$ cat src/kgr_pkg.sv
// Shared types and constants for the k-group reverser.
// Used by every module of the block; depends on nothing.
`timescale 1ns / 1ps

package kgr_pkg;

    // Widths of the fields on the ports
    localparam int FIELD_W = 32;
    localparam int GS_W    = 5;

    // Defaults for the top-level parameters
    localparam int GROUP_MAX_DEF   = 16;
    localparam int VALUE_WIDTH_DEF = 32;

    // Group size after reset
    localparam logic [GS_W-1:0] GS_RESET = 5'd2;

    // Element count width: covers a group of up to 127 entries
    localparam int CNT_W = 7;

    // Descriptor queue between front and back
    localparam int Q_DEPTH = 2;
    localparam int Q_PW    = 1;

    // One closed group waiting to be emitted
    typedef struct packed {
        logic             bank;
        logic [CNT_W-1:0] count;
        logic             rev;
        logic             last;
    } grp_desc_t;

    // Back part hands a drained bank back to the front part
    typedef struct packed {
        logic valid;
        logic bank;
    } bank_rel_t;

endpackage

$ cat src/kgr_buf.sv
// Two-bank element buffer: one write port, one registered read port.
// Depends on kgr_pkg for its parameter defaults.
`timescale 1ns / 1ps

module kgr_buf import kgr_pkg::*; #(
    parameter int DEPTH = 2 * GROUP_MAX_DEF,
    parameter int WIDTH = VALUE_WIDTH_DEF,
    parameter int AW    = 5
) (
    input  logic             aclk,
    input  logic             wr_en,
    input  logic [AW-1:0]    wr_addr,
    input  logic [WIDTH-1:0] wr_data,
    input  logic             rd_en,
    input  logic [AW-1:0]    rd_addr,
    output logic [WIDTH-1:0] rd_data
);

    logic [WIDTH-1:0] mem [DEPTH];
    logic [WIDTH-1:0] rd_data_reg;

    always_ff @(posedge aclk) begin
        if (wr_en) begin
            mem[wr_addr] <= wr_data;
        end
    end

    always_ff @(posedge aclk) begin
        if (rd_en) begin
            rd_data_reg <= mem[rd_addr];
        end
    end

    assign rd_data = rd_data_reg;

endmodule

$ cat src/kgr_queue.sv
// Short descriptor queue between the front and back parts.
// Depends on kgr_pkg for the descriptor type and depth.
`timescale 1ns / 1ps

module kgr_queue import kgr_pkg::*; (
    input  logic      aclk,
    input  logic      aresetn,
    input  logic      push,
    input  grp_desc_t push_data,
    output logic      full,
    input  logic      pop,
    output logic      head_valid,
    output grp_desc_t head
);

    grp_desc_t            entry [Q_DEPTH];
    logic [Q_PW-1:0]      wr_ptr_reg, wr_ptr_next;
    logic [Q_PW-1:0]      rd_ptr_reg, rd_ptr_next;
    logic [Q_PW:0]        count_reg, count_next;
    logic                 do_push, do_pop;

    assign full       = (count_reg == (Q_PW + 1)'(Q_DEPTH));
    assign head_valid = (count_reg != '0);
    assign head       = entry[rd_ptr_reg];
    assign do_push    = push && !full;
    assign do_pop     = pop && head_valid;

    always_comb begin
        wr_ptr_next = do_push ? wr_ptr_reg + 1'b1 : wr_ptr_reg;
        rd_ptr_next = do_pop  ? rd_ptr_reg + 1'b1 : rd_ptr_reg;
        count_next  = count_reg;
        if (do_push && !do_pop) begin
            count_next = count_reg + 1'b1;
        end else if (!do_push && do_pop) begin
            count_next = count_reg - 1'b1;
        end
    end

    always_ff @(posedge aclk) begin
        if (!aresetn) begin
            wr_ptr_reg <= '0;
            rd_ptr_reg <= '0;
            count_reg  <= '0;
        end else begin
            wr_ptr_reg <= wr_ptr_next;
            rd_ptr_reg <= rd_ptr_next;
            count_reg  <= count_next;
        end
    end

    always_ff @(posedge aclk) begin
        if (do_push) begin
            entry[wr_ptr_reg] <= push_data;
        end
    end

endmodule

$ cat src/kgr_front.sv
// Front part: holds the group size, takes elements into the current bank
// and closes a group into a descriptor. Depends on kgr_pkg.
`timescale 1ns / 1ps

module kgr_front import kgr_pkg::*; #(
    parameter int GROUP_MAX   = GROUP_MAX_DEF,
    parameter int VALUE_WIDTH = VALUE_WIDTH_DEF,
    parameter int AW          = 5
) (
    input  logic                   aclk,
    input  logic                   aresetn,
    input  logic                   cfg_wr_en,
    input  logic [GS_W-1:0]        cfg_wr_data,
    input  logic                   in_valid,
    output logic                   in_ready,
    input  logic [FIELD_W-1:0]     in_value,
    input  logic                   in_last,
    output logic                   buf_wr_en,
    output logic [AW-1:0]          buf_wr_addr,
    output logic [VALUE_WIDTH-1:0] buf_wr_data,
    output logic                   q_push,
    output grp_desc_t              q_data,
    input  logic                   q_full,
    input  bank_rel_t              rel
);

    localparam int IW = AW - 1;

    logic [GS_W-1:0]  gs_reg;
    logic [CNT_W-1:0] fill_reg, fill_next;
    logic             bank_reg, bank_next;
    logic [1:0]       busy_reg, busy_next;
    logic [CNT_W-1:0] eff_size;
    logic [CNT_W-1:0] n_fill;
    logic             accept, grp_full, close;

    // Zero acts as one, anything above capacity as capacity
    always_comb begin
        eff_size = (gs_reg == '0) ? CNT_W'(1) : CNT_W'(gs_reg);
        if (eff_size > CNT_W'(GROUP_MAX)) begin
            eff_size = CNT_W'(GROUP_MAX);
        end
    end

    assign in_ready = !busy_reg[bank_reg] && !q_full;
    assign accept   = in_valid && in_ready;
    assign n_fill   = fill_reg + 1'b1;
    assign grp_full = (n_fill >= eff_size);
    assign close    = accept && (grp_full || in_last);

    assign buf_wr_en   = accept;
    assign buf_wr_addr = {bank_reg, IW'(fill_reg)};
    assign buf_wr_data = VALUE_WIDTH'(in_value);

    assign q_push = close;
    always_comb begin
        q_data.bank  = bank_reg;
        q_data.count = n_fill;
        q_data.rev   = grp_full;
        q_data.last  = in_last;
    end

    always_comb begin
        fill_next = fill_reg;
        bank_next = bank_reg;
        busy_next = busy_reg;
        if (rel.valid) begin
            busy_next[rel.bank] = 1'b0;
        end
        if (close) begin
            // hand the bank to the back part and switch over
            fill_next           = '0;
            bank_next           = !bank_reg;
            busy_next[bank_reg] = 1'b1;
        end else if (accept) begin
            fill_next = n_fill;
        end
    end

    always_ff @(posedge aclk) begin
        if (!aresetn) begin
            gs_reg   <= GS_RESET;
            fill_reg <= '0;
            bank_reg <= 1'b0;
            busy_reg <= '0;
        end else begin
            if (cfg_wr_en) begin
                gs_reg <= cfg_wr_data;
            end
            fill_reg <= fill_next;
            bank_reg <= bank_next;
            busy_reg <= busy_next;
        end
    end

endmodule

$ cat src/kgr_back.sv
// Back part: walks each closed group through the buffer, newest first for a
// full group, and drives the result stream. Depends on kgr_pkg.
`timescale 1ns / 1ps

module kgr_back import kgr_pkg::*; #(
    parameter int VALUE_WIDTH = VALUE_WIDTH_DEF,
    parameter int AW          = 5
) (
    input  logic                   aclk,
    input  logic                   aresetn,
    input  logic                   q_valid,
    input  grp_desc_t              q_head,
    output logic                   q_pop,
    output logic                   buf_rd_en,
    output logic [AW-1:0]          buf_rd_addr,
    input  logic [VALUE_WIDTH-1:0] buf_rd_data,
    output bank_rel_t              rel,
    output logic                   m_valid,
    input  logic                   m_ready,
    output logic [FIELD_W-1:0]     m_value,
    output logic                   m_last
);

    localparam int IW = AW - 1;

    grp_desc_t        desc_reg, desc_next;
    logic             active_reg, active_next;
    logic [CNT_W-1:0] idx_reg, idx_next;
    logic             a_valid_reg, a_last_reg;
    logic             m_valid_reg, m_last_reg;
    logic [FIELD_W-1:0] m_value_reg;

    grp_desc_t        grp;
    logic             have, issue, issue_ok, a_adv, is_end;
    logic [CNT_W-1:0] idx, pos;

    assign grp  = active_reg ? desc_reg : q_head;
    assign have = active_reg || q_valid;
    assign idx  = active_reg ? idx_reg : '0;

    assign a_adv    = a_valid_reg && (!m_valid_reg || m_ready);
    assign issue_ok = !a_valid_reg || a_adv;
    assign issue    = have && issue_ok;
    assign is_end   = (idx == grp.count - 1'b1);
    assign pos      = grp.rev ? (grp.count - 1'b1 - idx) : idx;

    assign q_pop       = issue && !active_reg;
    assign buf_rd_en   = issue;
    assign buf_rd_addr = {grp.bank, IW'(pos)};

    // Bank goes back once its final read is issued
    assign rel.valid = issue && is_end;
    assign rel.bank  = grp.bank;

    always_comb begin
        desc_next   = desc_reg;
        active_next = active_reg;
        idx_next    = idx_reg;
        if (issue) begin
            desc_next   = grp;
            active_next = !is_end;
            idx_next    = idx + 1'b1;
        end
    end

    always_ff @(posedge aclk) begin
        if (!aresetn) begin
            active_reg  <= 1'b0;
            a_valid_reg <= 1'b0;
            m_valid_reg <= 1'b0;
        end else begin
            active_reg <= active_next;
            if (issue) begin
                a_valid_reg <= 1'b1;
            end else if (a_adv) begin
                a_valid_reg <= 1'b0;
            end
            if (a_adv) begin
                m_valid_reg <= 1'b1;
            end else if (m_ready) begin
                m_valid_reg <= 1'b0;
            end
        end
    end

    always_ff @(posedge aclk) begin
        desc_reg <= desc_next;
        idx_reg  <= idx_next;
        if (issue) begin
            a_last_reg <= grp.last && is_end;
        end
        if (a_adv) begin
            m_value_reg <= FIELD_W'(buf_rd_data);
            m_last_reg  <= a_last_reg;
        end
    end

    assign m_valid = m_valid_reg;
    assign m_value = m_value_reg;
    assign m_last  = m_last_reg;

endmodule

$ cat src/k_group_reverser.sv
// K-group reverser: stream in, stream out, group size register.
// Usage:
//   s_axis_*  list elements, tlast on the final element of a list.
//   m_axis_*  reordered elements; each complete group of group_size comes out
//             newest first, a partial group left by tlast in arrival order,
//             and tlast marks the final output element of the list.
//   cfg_wr_*  writes group_size (0 acts as 1, above GROUP_MAX as GROUP_MAX);
//             write it only while no list is in flight.
// Path: a closed group goes through the descriptor queue, the buffer read
//   register and the output register before its first element is on m_axis.
// Throughput: one element per cycle sustained while m_axis_tready is high.
//   Elements are written into one of two buffer banks while the other bank is
//   read out, one read per cycle from the single read port; s_axis_tready
//   drops only while both banks still hold groups that are waiting to leave.
// Reset: aresetn low clears the fill count, bank state, queue and output
//   register and sets group_size to 2. Buffer contents are not cleared.
// Stall: with m_axis_tready low the output and read stages hold; once both
//   banks are full the input side stalls as well.
// Depends on kgr_pkg, kgr_front, kgr_queue, kgr_back and kgr_buf.
`timescale 1ns / 1ps

module k_group_reverser import kgr_pkg::*; #(
    parameter int GROUP_MAX   = GROUP_MAX_DEF,
    parameter int VALUE_WIDTH = VALUE_WIDTH_DEF
) (
    input  logic               aclk,
    input  logic               aresetn,
    input  logic               cfg_wr_en,
    input  logic [GS_W-1:0]    cfg_wr_data,   // group_size
    input  logic               s_axis_tvalid,
    output logic               s_axis_tready,
    input  logic [FIELD_W-1:0] s_axis_tdata,  // [31:0] elem_value
    input  logic               s_axis_tlast,  // elem_last
    output logic               m_axis_tvalid,
    input  logic               m_axis_tready,
    output logic [FIELD_W-1:0] m_axis_tdata,  // [31:0] out_value
    output logic               m_axis_tlast   // out_last
);

    localparam int IW    = (GROUP_MAX > 1) ? $clog2(GROUP_MAX) : 1;
    localparam int AW    = IW + 1;
    localparam int DEPTH = 2 * (1 << IW);

    logic                   buf_wr_en, buf_rd_en;
    logic [AW-1:0]          buf_wr_addr, buf_rd_addr;
    logic [VALUE_WIDTH-1:0] buf_wr_data, buf_rd_data;
    logic                   q_push, q_full, q_pop, q_valid;
    grp_desc_t              q_data, q_head;
    bank_rel_t              rel;

    kgr_front #(
        .GROUP_MAX   (GROUP_MAX),
        .VALUE_WIDTH (VALUE_WIDTH),
        .AW          (AW)
    ) u_front (
        .aclk        (aclk),
        .aresetn     (aresetn),
        .cfg_wr_en   (cfg_wr_en),
        .cfg_wr_data (cfg_wr_data),
        .in_valid    (s_axis_tvalid),
        .in_ready    (s_axis_tready),
        .in_value    (s_axis_tdata),
        .in_last     (s_axis_tlast),
        .buf_wr_en   (buf_wr_en),
        .buf_wr_addr (buf_wr_addr),
        .buf_wr_data (buf_wr_data),
        .q_push      (q_push),
        .q_data      (q_data),
        .q_full      (q_full),
        .rel         (rel)
    );

    kgr_queue u_queue (
        .aclk       (aclk),
        .aresetn    (aresetn),
        .push       (q_push),
        .push_data  (q_data),
        .full       (q_full),
        .pop        (q_pop),
        .head_valid (q_valid),
        .head       (q_head)
    );

    kgr_buf #(
        .DEPTH (DEPTH),
        .WIDTH (VALUE_WIDTH),
        .AW    (AW)
    ) u_buf (
        .aclk    (aclk),
        .wr_en   (buf_wr_en),
        .wr_addr (buf_wr_addr),
        .wr_data (buf_wr_data),
        .rd_en   (buf_rd_en),
        .rd_addr (buf_rd_addr),
        .rd_data (buf_rd_data)
    );

    kgr_back #(
        .VALUE_WIDTH (VALUE_WIDTH),
        .AW          (AW)
    ) u_back (
        .aclk        (aclk),
        .aresetn     (aresetn),
        .q_valid     (q_valid),
        .q_head      (q_head),
        .q_pop       (q_pop),
        .buf_rd_en   (buf_rd_en),
        .buf_rd_addr (buf_rd_addr),
        .buf_rd_data (buf_rd_data),
        .rel         (rel),
        .m_valid     (m_axis_tvalid),
        .m_ready     (m_axis_tready),
        .m_value     (m_axis_tdata),
        .m_last      (m_axis_tlast)
    );

endmodule

$ cat config.mk
export PLATFORM = sky130hd
export DESIGN_NAME = k_group_reverser
export DESIGN_NICKNAME = d
export VERILOG_FILES = /design/src/kgr_pkg.sv /design/src/kgr_buf.sv /design/src/kgr_queue.sv /design/src/kgr_front.sv /design/src/kgr_back.sv /design/src/k_group_reverser.sv
export SDC_FILE = /design/constraint.sdc
export NUM_CORES = 1
export LEC_CHECK = 0
export BUFFER_PORTS_ARGS = -buffer_cell sky130_fd_sc_hd__buf_2
export CAP_MARGIN = 20
export CORE_UTILIZATION = 27
export DETAILED_ROUTE_END_ITERATION = 8
export SKIP_LAST_GASP = 1
export SLEW_MARGIN = 40
export SYNTH_ARGS = -nofsm -noshare
export SYNTH_HDL_FRONTEND = slang
export SYNTH_HIERARCHICAL = 1
export SYNTH_SLANG_ARGS = --single-unit
export TNS_END_PERCENT = 5
$ cat constraint.sdc
create_clock -name aclk -period 9.4 [get_ports aclk]
set_clock_uncertainty 0.05 [all_clocks]
set_input_delay 0.47 -clock aclk [delete_from_list [all_inputs] [get_ports aclk]]
set_output_delay 0.47 -clock aclk [all_outputs]
set_load 0.05 [all_outputs]
==> metrics.txt, run 1 <==
max cap viols 0; H-tree depth 3; EDFF count, synth 1127; ANT nets after route 0; P_leak 0.0166 µW; die width 412 µm; crit path kind reg2reg; Hold WC Path Type in2reg; final WL 115000 µm; Num CTS Buffers 113; initial core utilization 27.2%; global-route wire length before repair 163000 µm; post-cts sizing count 0; drt drc 0; CP startpoint kind register; Ys Warns 6; Slew Viols, Final 0; normalized max-slew margin 39.8%; Final #Nets 2763; worst hold start cfg_wr_en; CTS clock-pin slew for the worst setup and hold paths 0.06 ns; sink count of the clock tree 1150; number of I/O pins 78; DP Area 48300 µm²; postcts setup bufs 0; power per standard cell area 354 nW/µm²; DR vias 23800; worst-path maximum fanout 52; post-route minimum period 5.00 ns; 1st-iter DRT viols 1995; fin area 52000 µm²; maximum operating frequency 200 MHz; row cnt 150; Worst R2R End u_buf/rd_data[31]$_DFFE_PP_; post-synthesis sequential area ratio 75.6%; Post-synth ARST share 0%; #FFs+latches synth 1150; worst-skew pair later-pin latency 0.70 ns; Worst path slowest cell buf_4; drt pass-1 iters 5; Syn-to-layout area delta 14.6%; flop-to-flop setup slack 4.40 ns; GRT Resource Usage Total 13.1%; Final Hold Viols 0; CTS tree yes; Via density 4.76; final setup fails 0; die area 170000 µm²; Cells after Synth 2628; gpl congestion 0.736; main flop type after synthesis edfxtp_1; CP max stage delay 0.76 ns; WP data arrival 5.36 ns; Hold Path Sink u_front/gs_reg[1]$_SDFFE_PN1P_; CP cell instances mux2_2, mux2i_1, ha_1, xor2_1, ha_1, xnor2_1, o21ai_0, nor2b_4, buf_4, buf_4, a22o_1, nor3_1, a31oi_1, nand3_1; number of global-route vias before repair 23100; CTS max path bufs 3; DP HPWL 57000 µm; die height 412 µm; status finished clean; CTS root buffer clkbuf_16; Overall Power 18400 µW; Fin Setup TNS 0 ns; DR WL/cell 22.9 µm; Yosys cell types 63; antenna violations before repair 19; IO Port Bufs 77; Core ar. 167000 µm²; RSZ-0062 raised after global routing no; commonest non-fill, non-tap cells in the layout edfxtp_1, mux2i_1, nand2_1; hold_buf cts 6; commonest non-fill, non-tap cell in the layout edfxtp_1; max reg flops 1024; Final period util 53.2%; worst-margin pin slew 0.903 ns; worst endpoint required time 9.77 ns; Crit. End Element register; Reg2Reg Depth 14; largest net degree at the start of global routing 129; Post-Syn Area 45400 µm²; Syn Nets 2684; maximum vdd drop 0.000602 V; hold path depth 3; syn_area_per_cell 17.3 µm²; Remaining Overflow, GRT 0; layout cell share with drive strength beyond 1 13.1%
area by class of cell:
class / count / area, µm²
diodes: 2 / 5.00
well taps: 2204 / 2760
inverters: 17 / 63.8
fillers: 16200 / 115000
clock inverters: 77 / 696
repair buffers: 143 / 1050
clock buffers: 135 / 2950
multi-input cells: 1282 / 10200
flip-flops and latches: 1150 / 34300
routing by layer:
metal  up-vias  global-route usage (%)  wire length [µm]
li1      10500                       -                 -
met1     12400                    17.8             49500
met2       805                    21.1             54200
met3       167                    2.79              8430
met4        18                    3.82              2340
met5         -                       0               105
worst max path at each step:
| stage | from | cells after the start | slack, ns | to |
|---|---|---|---|---|
| floorplan | u_back/active_reg$_SDFFE_PN0P_ | 20 | 5.82 | u_buf/rd_data[13]$_DFFE_PP_ |
| global placement | register | 13 | 4.19 | u_buf/rd_data[7]$_DFFE_PP_ |
| detailed placement | register | 14 | 4.33 | u_buf/rd_data[31]$_DFFE_PP_ |
| CTS | register | 14 | 4.34 | u_buf/rd_data[31]$_DFFE_PP_ |
| global route | register | 14 | 4.08 | u_buf/rd_data[31]$_DFFE_PP_ |
| finish | register | 14 | 4.40 | u_buf/rd_data[31]$_DFFE_PP_ |
synthesized netlist by cell type, types with 7 or more instances:
cell	number	area (µm²)
mux2_2	14	158
nand3b_1	9	67.6
nand2b_1	7	43.8
a31oi_1	32	200
dfxtp_1	23	460
buf_6	16	180
a22oi_1	96	721
nand3_1	110	551
xnor2_1	9	78.8
a22o_1	64	561
nand2_1	119	447
edfxtp_1	1127	33800
clkbuf_1	51	191
a21oi_1	102	510
nor3_1	34	170
inv_1	17	63.8
mux2i_1	523	5240
ha_1	12	150
nor2b_1	10	62.6
buf_2	29	145
nor2_1	50	188
xor2_1	11	96.3
o21ai_0	10	50.1
buf_4	76	571
critical path, delay by kind of cell (launching register included):
family	cells	cell delay [ns]
flops	1	0.59
compound gates	3	0.91
xor+xnor	2	0.31
mux	2	0.58
fa+ha+maj	2	0.51
buf+inv	2	1.23
simple gates	3	0.47
kinds of logic (layout without fill, tap and decap cells):
logic type               Yosys count  count (layout)  synth area share, %
AO/OA/AOI/OAI                    332             332                 5.04
XOR/XNOR                          20              20                0.386
adder cells (fa/ha/maj)           13              13                0.375
buffers and inverters            196             372                 2.61
flip-flops                      1150            1150                 75.6
multiplexers                     538             538                 11.9
other                              0               2                    0
AND/OR/NAND/NOR                  379             379                 4.08
per-stage QoR:
stage	setup WS (ns)	cells	utilization, %	hold slack [ns]
finish	4.40	5010	31.1	0.0904
global route	4.08	5009	31.1	0.0641
CTS	4.34	5007	31.1	0.0371
detailed placement	4.33	4789	28.9	0.355
global placement	4.19	4784	28.8	0.355
floorplan	5.82	2628	-	0.350
power breakdown:
group / internal, µW / leakage (µW) / switching [µW]
clock: 2540 / 0.00177 / 1910
combinational: 2730 / 0.00443 / 4910
sequential: 6140 / 0.0104 / 175
total: 11400 / 0.0166 / 7000
Power figures use the tool's default switching activity.
==> run 2, diff against run 1 <==
==> constraint.sdc (replaced) <==
create_clock -name aclk -period 4.6 [get_ports aclk]
set_clock_uncertainty 0.05 [all_clocks]
set_input_delay 0.23 -clock aclk [delete_from_list [all_inputs] [get_ports aclk]]
set_output_delay 0.23 -clock aclk [all_outputs]
set_load 0.05 [all_outputs]
==> run 2 against run 1 <==
Flip-flop and latch count stayed put. Power is 110% higher. Clock-buffer cell count shrank 1. Final cell count up 2.1%. Highest routed layer unchanged. Maximum frequency is 21% higher.
==> metrics.txt, run 2 (same netlist as run 1, synthesis figures left out) <==
status finished clean (unchanged); hold_buf cts 51 (was 6); fillers 16000 (was 16200); CP startpoint kind register (unchanged); drt drc 0 (unchanged); Critical Path Stages 13 (was 14); DP Worst Slack 0.480 ns (was 4.33 ns); Worst path top cell family by delay compound AO/OA/AOI/OAI gates (was buffers and inverters); initial core utilization 27.2% (unchanged); die area 170000 µm² (unchanged); commonest non-fill, non-tap cells in the layout edfxtp_1, mux2i_1, nand2_1 (unchanged); Overall Power 39100 µW (was 18400 µW); CP bufs+invs 1 (was 2); CTS clock-pin slew for the worst setup and hold paths 0.06 ns (about the same); worst-path maximum fanout 56 (was 52); Fin Setup TNS 0 ns (unchanged); CTS max path bufs 3 (unchanged); row cnt 150 (unchanged); CP max stage delay 0.61 ns (was 0.76 ns); 1st-iter DRT viols 1956 (was 1995); DP HPWL 66400 µm (was 57000 µm); crit path kind reg2reg (unchanged); drt pass-1 iters 5 (unchanged); P_leak 0.0173 µW (was 0.0166 µW); worst endpoint required time 5.00 ns (was 9.77 ns); setup slack after layout 0.468 ns (was 4.40 ns); global-route wire length before repair 165000 µm (was 163000 µm); Final #Nets 2872 (was 2763); IO Port Bufs 77 (unchanged); commonest non-fill, non-tap cell in the layout edfxtp_1 (unchanged); normalized max-slew margin 41.9% (was 39.8%); layout cell share with drive strength beyond 1 14.9% (was 13.1%); Final period util 89.8% (was 53.2%); fin area 53600 µm² (was 52000 µm²); number of I/O pins 78 (unchanged); final setup fails 0 (unchanged); Core ar. 167000 µm² (unchanged); sink count of the clock tree 1150 (unchanged); power per standard cell area 730 nW/µm² (was 354 nW/µm²); Crit. End Element register (unchanged); flop-to-flop setup slack 0.47 ns (was 4.40 ns); GRT Resource Usage Total 13.2% (was 13.1%); Worst path slowest cell o21ai_0 (was buf_4); antenna violations before repair 8 (was 19); CP cell instances mux2_2, mux2i_1, ha_1, xor2_1, ha_1, xnor2_1, o21ai_0, nor2b_4, buf_12, a22o_1, nor3_1, a31oi_1, nand3_1 (was mux2_2, mux2i_1, ha_1, xor2_1, ha_1, xnor2_1, o21ai_0, nor2b_4, buf_4, buf_4, a22o_1, nor3_1, a31oi_1, nand3_1); Min Hold Slack 0.166 ns (was 0.0904 ns); CTS tree yes (unchanged); worst setup path end u_buf/rd_data[6]$_DFFE_PP_ (was u_buf/rd_data[31]$_DFFE_PP_); WP data arrival 4.53 ns (was 5.36 ns); H-tree depth 3 (unchanged); DR WL/cell 22.3 µm (was 22.9 µm); Hold WC Path Type in2reg (unchanged); max cap viols 0 (unchanged); Syn-to-layout area delta 18.2% (was 14.6%); worst-skew pair later-pin latency 0.75 ns (was 0.70 ns); Via density 4.69 (was 4.76); number of global-route vias before repair 23600 (was 23100); post-route minimum period 4.13 ns (was 5.00 ns); DR vias 24000 (was 23800); maximum operating frequency 242 MHz (was 200 MHz); postcts setup bufs 0 (unchanged); gpl congestion 0.775 (was 0.736); RSZ-0062 raised after global routing no (unchanged); maximum vdd drop 0.000773 V (was 0.000602 V); Reg2Reg Depth 13 (was 14); ANT nets after route 0 (unchanged); max reg flops 1024 (unchanged); CP most frequent cell ha_1; Remaining Overflow, GRT 0 (unchanged); Num CTS Buffers 113 (unchanged); Final Hold Viols 0 (unchanged); worst-margin pin slew 0.870 ns (was 0.903 ns); Slew Viols, Final 0 (unchanged); die width 412 µm (unchanged); DP Area 49300 µm² (was 48300 µm²); die height 412 µm (unchanged); CTS root buffer clkbuf_16 (unchanged); Worst R2R End u_buf/rd_data[6]$_DFFE_PP_ (was u_buf/rd_data[31]$_DFFE_PP_); post-cts sizing count 0 (unchanged); largest net degree at the start of global routing 57 (was 129); final WL 114000 µm (was 115000 µm)
run 2: changes by cell type in the layout (fill, tap and decap cells not counted), sizes merged:
cell and delta:
bufinv +4, buf +63, dlygate4sd3 +45, diode -1, clkinv -3, clkinvlp -1
run 2: metrics by stage:
step           util (%)  std cells
5_1_grt            32.1       5116
4_1_cts            32.1       5115
6_report           32.1       5117
3_5_place_dp       29.5       4853
2_1_floorplan         -       2628
3_3_place_gp       29.4       4850
run 2: power by group:
group          total, µW  leakage, µW  switching, µW  internal, µW
Clock               9430      0.00184           4010          5420
Sequential         12900       0.0104            368         12500
Combinational      16800      0.00509          10200          6640
Total              39100       0.0173          14500         24600
run 2: layout make-up:
type	instances	area (µm²)	area share, %
Inverter	17	66.3	0.124
Timing Repair Buffer	252	2480	4.62
Multi-Input combinational cell	1282	10200	19.0
Clock buffer	134	2940	5.48
Clock inverter	77	888	1.66
Antenna cell	1	2.50	0.00467
Tap cell	2204	2760	5.14
Sequential cell	1150	34300	64.0
run 2: worst register-to-register path, cell delays in order (launching register included):
cell	delay (ns)
dfxtp_1	0.41
mux2_2	0.37
mux2i_1	0.19
ha_1	0.25
xor2_1	0.16
ha_1	0.28
xnor2_1	0.16
o21ai_0	0.61
nor2b_4	0.36
buf_12	0.32
a22o_1	0.21
nor3_1	0.05
a31oi_1	0.33
nand3_1	0.11
run 2: worst min path at each step:
stage / from / cells after the start / slack [ns] / to
final: s_axis_tvalid / 4 / 0.17 / u_front/fill_reg[1]$_SDFFE_PP0P_
after global routing: s_axis_tvalid / 4 / 0.20 / u_front/fill_reg[1]$_SDFFE_PP0P_
after CTS: s_axis_tvalid / 3 / 0.10 / u_front/fill_reg[5]$_SDFFE_PP0P_
after detailed placement: u_back/a_last_reg$_DFFE_PP_ / 0 / 0.37 / u_back/m_last$_DFFE_PP_
after global placement: u_back/a_last_reg$_DFFE_PP_ / 0 / 0.37 / u_back/m_last$_DFFE_PP_
after floorplan: aresetn / 1 / 0.30 / u_queue/wr_ptr_reg$_SDFFE_PN0P_
run 2: metal layers:
layer	up-vias	routed length [µm]	GRT usage (%)	share of wire, %
met5	-	59	0	0.052
met4	10	2370	3.67	2.1
met3	157	6550	2.13	5.7
met2	707	54400	21.6	48
met1	12400	50600	18.1	44
li1	10700	-	-	-
==> run 3, diff against run 2 <==
--- a/config.mk
+++ b/config.mk
@@ -13,6 +13,5 @@
 export SLEW_MARGIN = 40
 export SYNTH_ARGS = -nofsm -noshare
 export SYNTH_HDL_FRONTEND = slang
-export SYNTH_HIERARCHICAL = 1
 export SYNTH_SLANG_ARGS = --single-unit
 export TNS_END_PERCENT = 5
==> constraint.sdc (replaced) <==
create_clock -name aclk -period 4.7 [get_ports aclk]
set_clock_uncertainty 0.05 [all_clocks]
set_input_delay 0.235 -clock aclk [delete_from_list [all_inputs] [get_ports aclk]]
set_output_delay 0.235 -clock aclk [all_outputs]
set_load 0.05 [all_outputs]
==> run 3 against run 2 <==
Global-route usage rose by 1.4 points. Maximum frequency rose by 2.8%. Clock-buffer cell count rose by 14. Critical path depth rose by 1. Design area fell by 0.80%. Final cell count rose by 14%. Register-to-register slack improved by 0.21 ns. Synthesized cell count rose by 29%. Utilization fell by 0.26 points. Non-clock buffer count fell by 31. Highest routed layer unchanged.
==> metrics.txt, run 3 <==
sink count of the clock tree 1150 (unchanged); normalized max-slew margin 41.2% (was 41.9%); Commonest cells post-synth edfxtp_1, nand2_1, nand3_1 (was edfxtp_1, mux2i_1, nand2_1); worst-margin pin slew 0.882 ns (was 0.870 ns); crit path kind reg2reg (unchanged); Worst path slowest cell o2bb2a_4 (was o21ai_0); Final period util 85.5% (was 89.8%); IO Port Bufs 77 (unchanged); post-route minimum period 4.02 ns (was 4.13 ns); Post-synth ARST share 0% (unchanged); final WL 126000 µm (was 114000 µm); CP bufs+invs 3 (was 1); number of I/O pins 78 (unchanged); Core ar. 167000 µm² (unchanged); CTS max path bufs 3 (unchanged); Remaining Overflow, GRT 0 (unchanged); gpl congestion 0.773 (was 0.775); WP data arrival 4.44 ns (was 4.53 ns); DR vias 28100 (was 24000); Synth area leader edfxtp_1 (unchanged); top cell type's share of synthesized area 74.5% (was 74.6%); RSZ-0062 raised after global routing no (unchanged); H-tree depth 3 (unchanged); commonest non-fill, non-tap cell in the layout edfxtp_1 (unchanged); CP max stage delay 0.42 ns (was 0.61 ns); Fin Setup TNS 0 ns (unchanged); antenna violations before repair 14 (was 8); final setup fails 0 (unchanged); fillers 16500 (was 16000); syn_area_per_cell 13.4 µm² (was 17.3 µm²); Final #Nets 3579 (was 2872); #FFs+latches synth 1150 (unchanged); drt drc 0 (unchanged); global-route wire length before repair 183000 µm (was 165000 µm); Worst path top cell family by delay compound AO/OA/AOI/OAI gates (unchanged); hold_buf cts 51 (unchanged); largest net degree at the start of global routing 146 (was 57); worst-skew pair later-pin latency 0.74 ns (was 0.75 ns); Post-Syn Area 45400 µm² (about the same); number of global-route vias before repair 26700 (was 23600); GRT Resource Usage Total 14.6% (was 13.2%); row cnt 150 (unchanged); CP startpoint kind register (unchanged); Yosys cell types 51 (was 63); most area-consuming cells after synthesis edfxtp_1, nand2_1, nand3_1, nand4_1, mux2i_1 (was edfxtp_1, mux2i_1, a22oi_1, buf_4, a22o_1); commonest non-fill, non-tap cells in the layout edfxtp_1, nand2_1, nand3_1 (was edfxtp_1, mux2i_1, nand2_1); 1st-iter DRT viols 3079 (was 1956); status finished clean (unchanged); die area 170000 µm² (about the same); post-synthesis sequential area ratio 75.6% (about the same); Hold WC Path Type in2reg (unchanged); worst-path maximum fanout 22 (was 56); die height 412 µm (about the same); worst endpoint required time 5.12 ns (was 5.00 ns); Ys Warns 0 (was 6); CTS clock-pin slew for the worst setup and hold paths 0.06 ns (about the same); flop-to-flop setup slack 0.68 ns (was 0.47 ns); maximum operating frequency 249 MHz (was 242 MHz); max reg flops 1024 (unchanged); Num CTS Buffers 117 (was 113); DR WL/cell 21.7 µm (was 22.3 µm); maximum vdd drop 0.00128 V (was 0.000773 V); max cap viols 0 (unchanged); Crit. End Element register (unchanged); post-cts sizing count 0 (unchanged); CTS root buffer clkbuf_16 (unchanged); power per standard cell area 787 nW/µm² (was 730 nW/µm²); P_leak 0.0177 µW (was 0.0173 µW); drt pass-1 iters 5 (unchanged); Final Hold Viols 0 (unchanged); most frequent cell after synthesis edfxtp_1 (unchanged); main flop type after synthesis edfxtp_1 (unchanged); Syn Nets 3442 (was 2684); die width 412 µm (about the same); Cells after Synth 3382 (was 2628); postcts setup bufs 0 (unchanged); DP HPWL 65800 µm (was 66400 µm); EDFF count, synth 1127 (unchanged); CTS tree yes (unchanged); ANT nets after route 0 (unchanged); Via density 4.82 (was 4.69); Overall Power 41800 µW (was 39100 µW); CP cell instances buf_4, mux2i_1, o21ai_1, inv_1, ha_1, fa_1, xnor2_1, o211a_1, o2bb2a_4, buf_4, nand3_1, nand4_1, mux2i_1, mux2_2 (was mux2_2, mux2i_1, ha_1, xor2_1, ha_1, xnor2_1, o21ai_0, nor2b_4, buf_12, a22o_1, nor3_1, a31oi_1, nand3_1); initial core utilization 27.2% (about the same); Slew Viols, Final 0 (unchanged); layout cell share with drive strength beyond 1 11.5% (was 14.9%); Syn-to-layout area delta 17.2% (was 18.2%)
run 3: path summary, 6_finish.rpt:
check,cells past startpoint,start,end
min reg2reg,0,u_back.a_last_reg$_DFFE_PP_,u_back.m_last$_DFFE_PP_
max,14,register,u_buf.rd_data[10]$_DFFE_PP_
max reg2reg,14,register,u_buf.rd_data[10]$_DFFE_PP_
min,2,s_axis_tlast,u_queue.entry[0][0]$_DFFE_PP_
run 3: per-layer routing:
metal | up-vias | GRT usage (%) | wire (µm)
li1 | 12600 | - | -
met1 | 14200 | 20.0 | 54900
met2 | 1058 | 23.0 | 58200
met3 | 211 | 3.03 | 9410
met4 | 10 | 4.83 | 3710
met5 | - | 0 | 81
run 3: area by class of cell:
type                       instances  area, µm²  share of cell area (%)
antenna                            2       5.00                 0.00941
inverter                          25       93.8                   0.176
sequential                      1150      34300                    64.5
tap                             2204       2760                    5.18
multi-input combinational       2004      10300                    19.3
timing repair buffer             221       2090                    3.93
clock inverter                    66        576                    1.08
clock buffer                     148       3080                    5.78
run 3: logic make-up (layout without fill, tap and decap cells):
logic type | Yosys count | in the layout | synth area share [%]
AND/OR/NAND/NOR | 1798 | 1798 | 17.5
other | 0 | 2 | 0
flip-flops | 1150 | 1150 | 75.6
AO/OA/AOI/OAI | 48 | 48 | 0.741
XOR/XNOR | 28 | 28 | 0.570
multiplexers | 113 | 113 | 2.60
buffers and inverters | 228 | 460 | 2.51
adder cells (fa/ha/maj) | 17 | 17 | 0.485
run 3: through the flow:
| step | util (%) | instance area [µm²] | std cells | hold WS [ns] | worst slack (ns) |
|---|---|---|---|---|---|
| detailed placement | 29.3 | 49000 | 5552 | 0.363 | 0.744 |
| global placement | 29.3 | 49000 | 5550 | 0.363 | 0.757 |
| global route | 31.8 | 53200 | 5819 | 0.244 | 0.450 |
| floorplan | - | 45400 | 3382 | 0.247 | 0.201 |
| CTS | 31.8 | 53200 | 5817 | 0.191 | 0.703 |
| finish | 31.8 | 53200 | 5820 | 0.237 | 0.680 |
run 3: power by group:
part	internal (µW)	leakage [µW]	switching [µW]
combinational	6820	0.00554	13300
clock	5020	0.00178	3960
sequential	12400	0.0104	420
total	24200	0.0177	17600
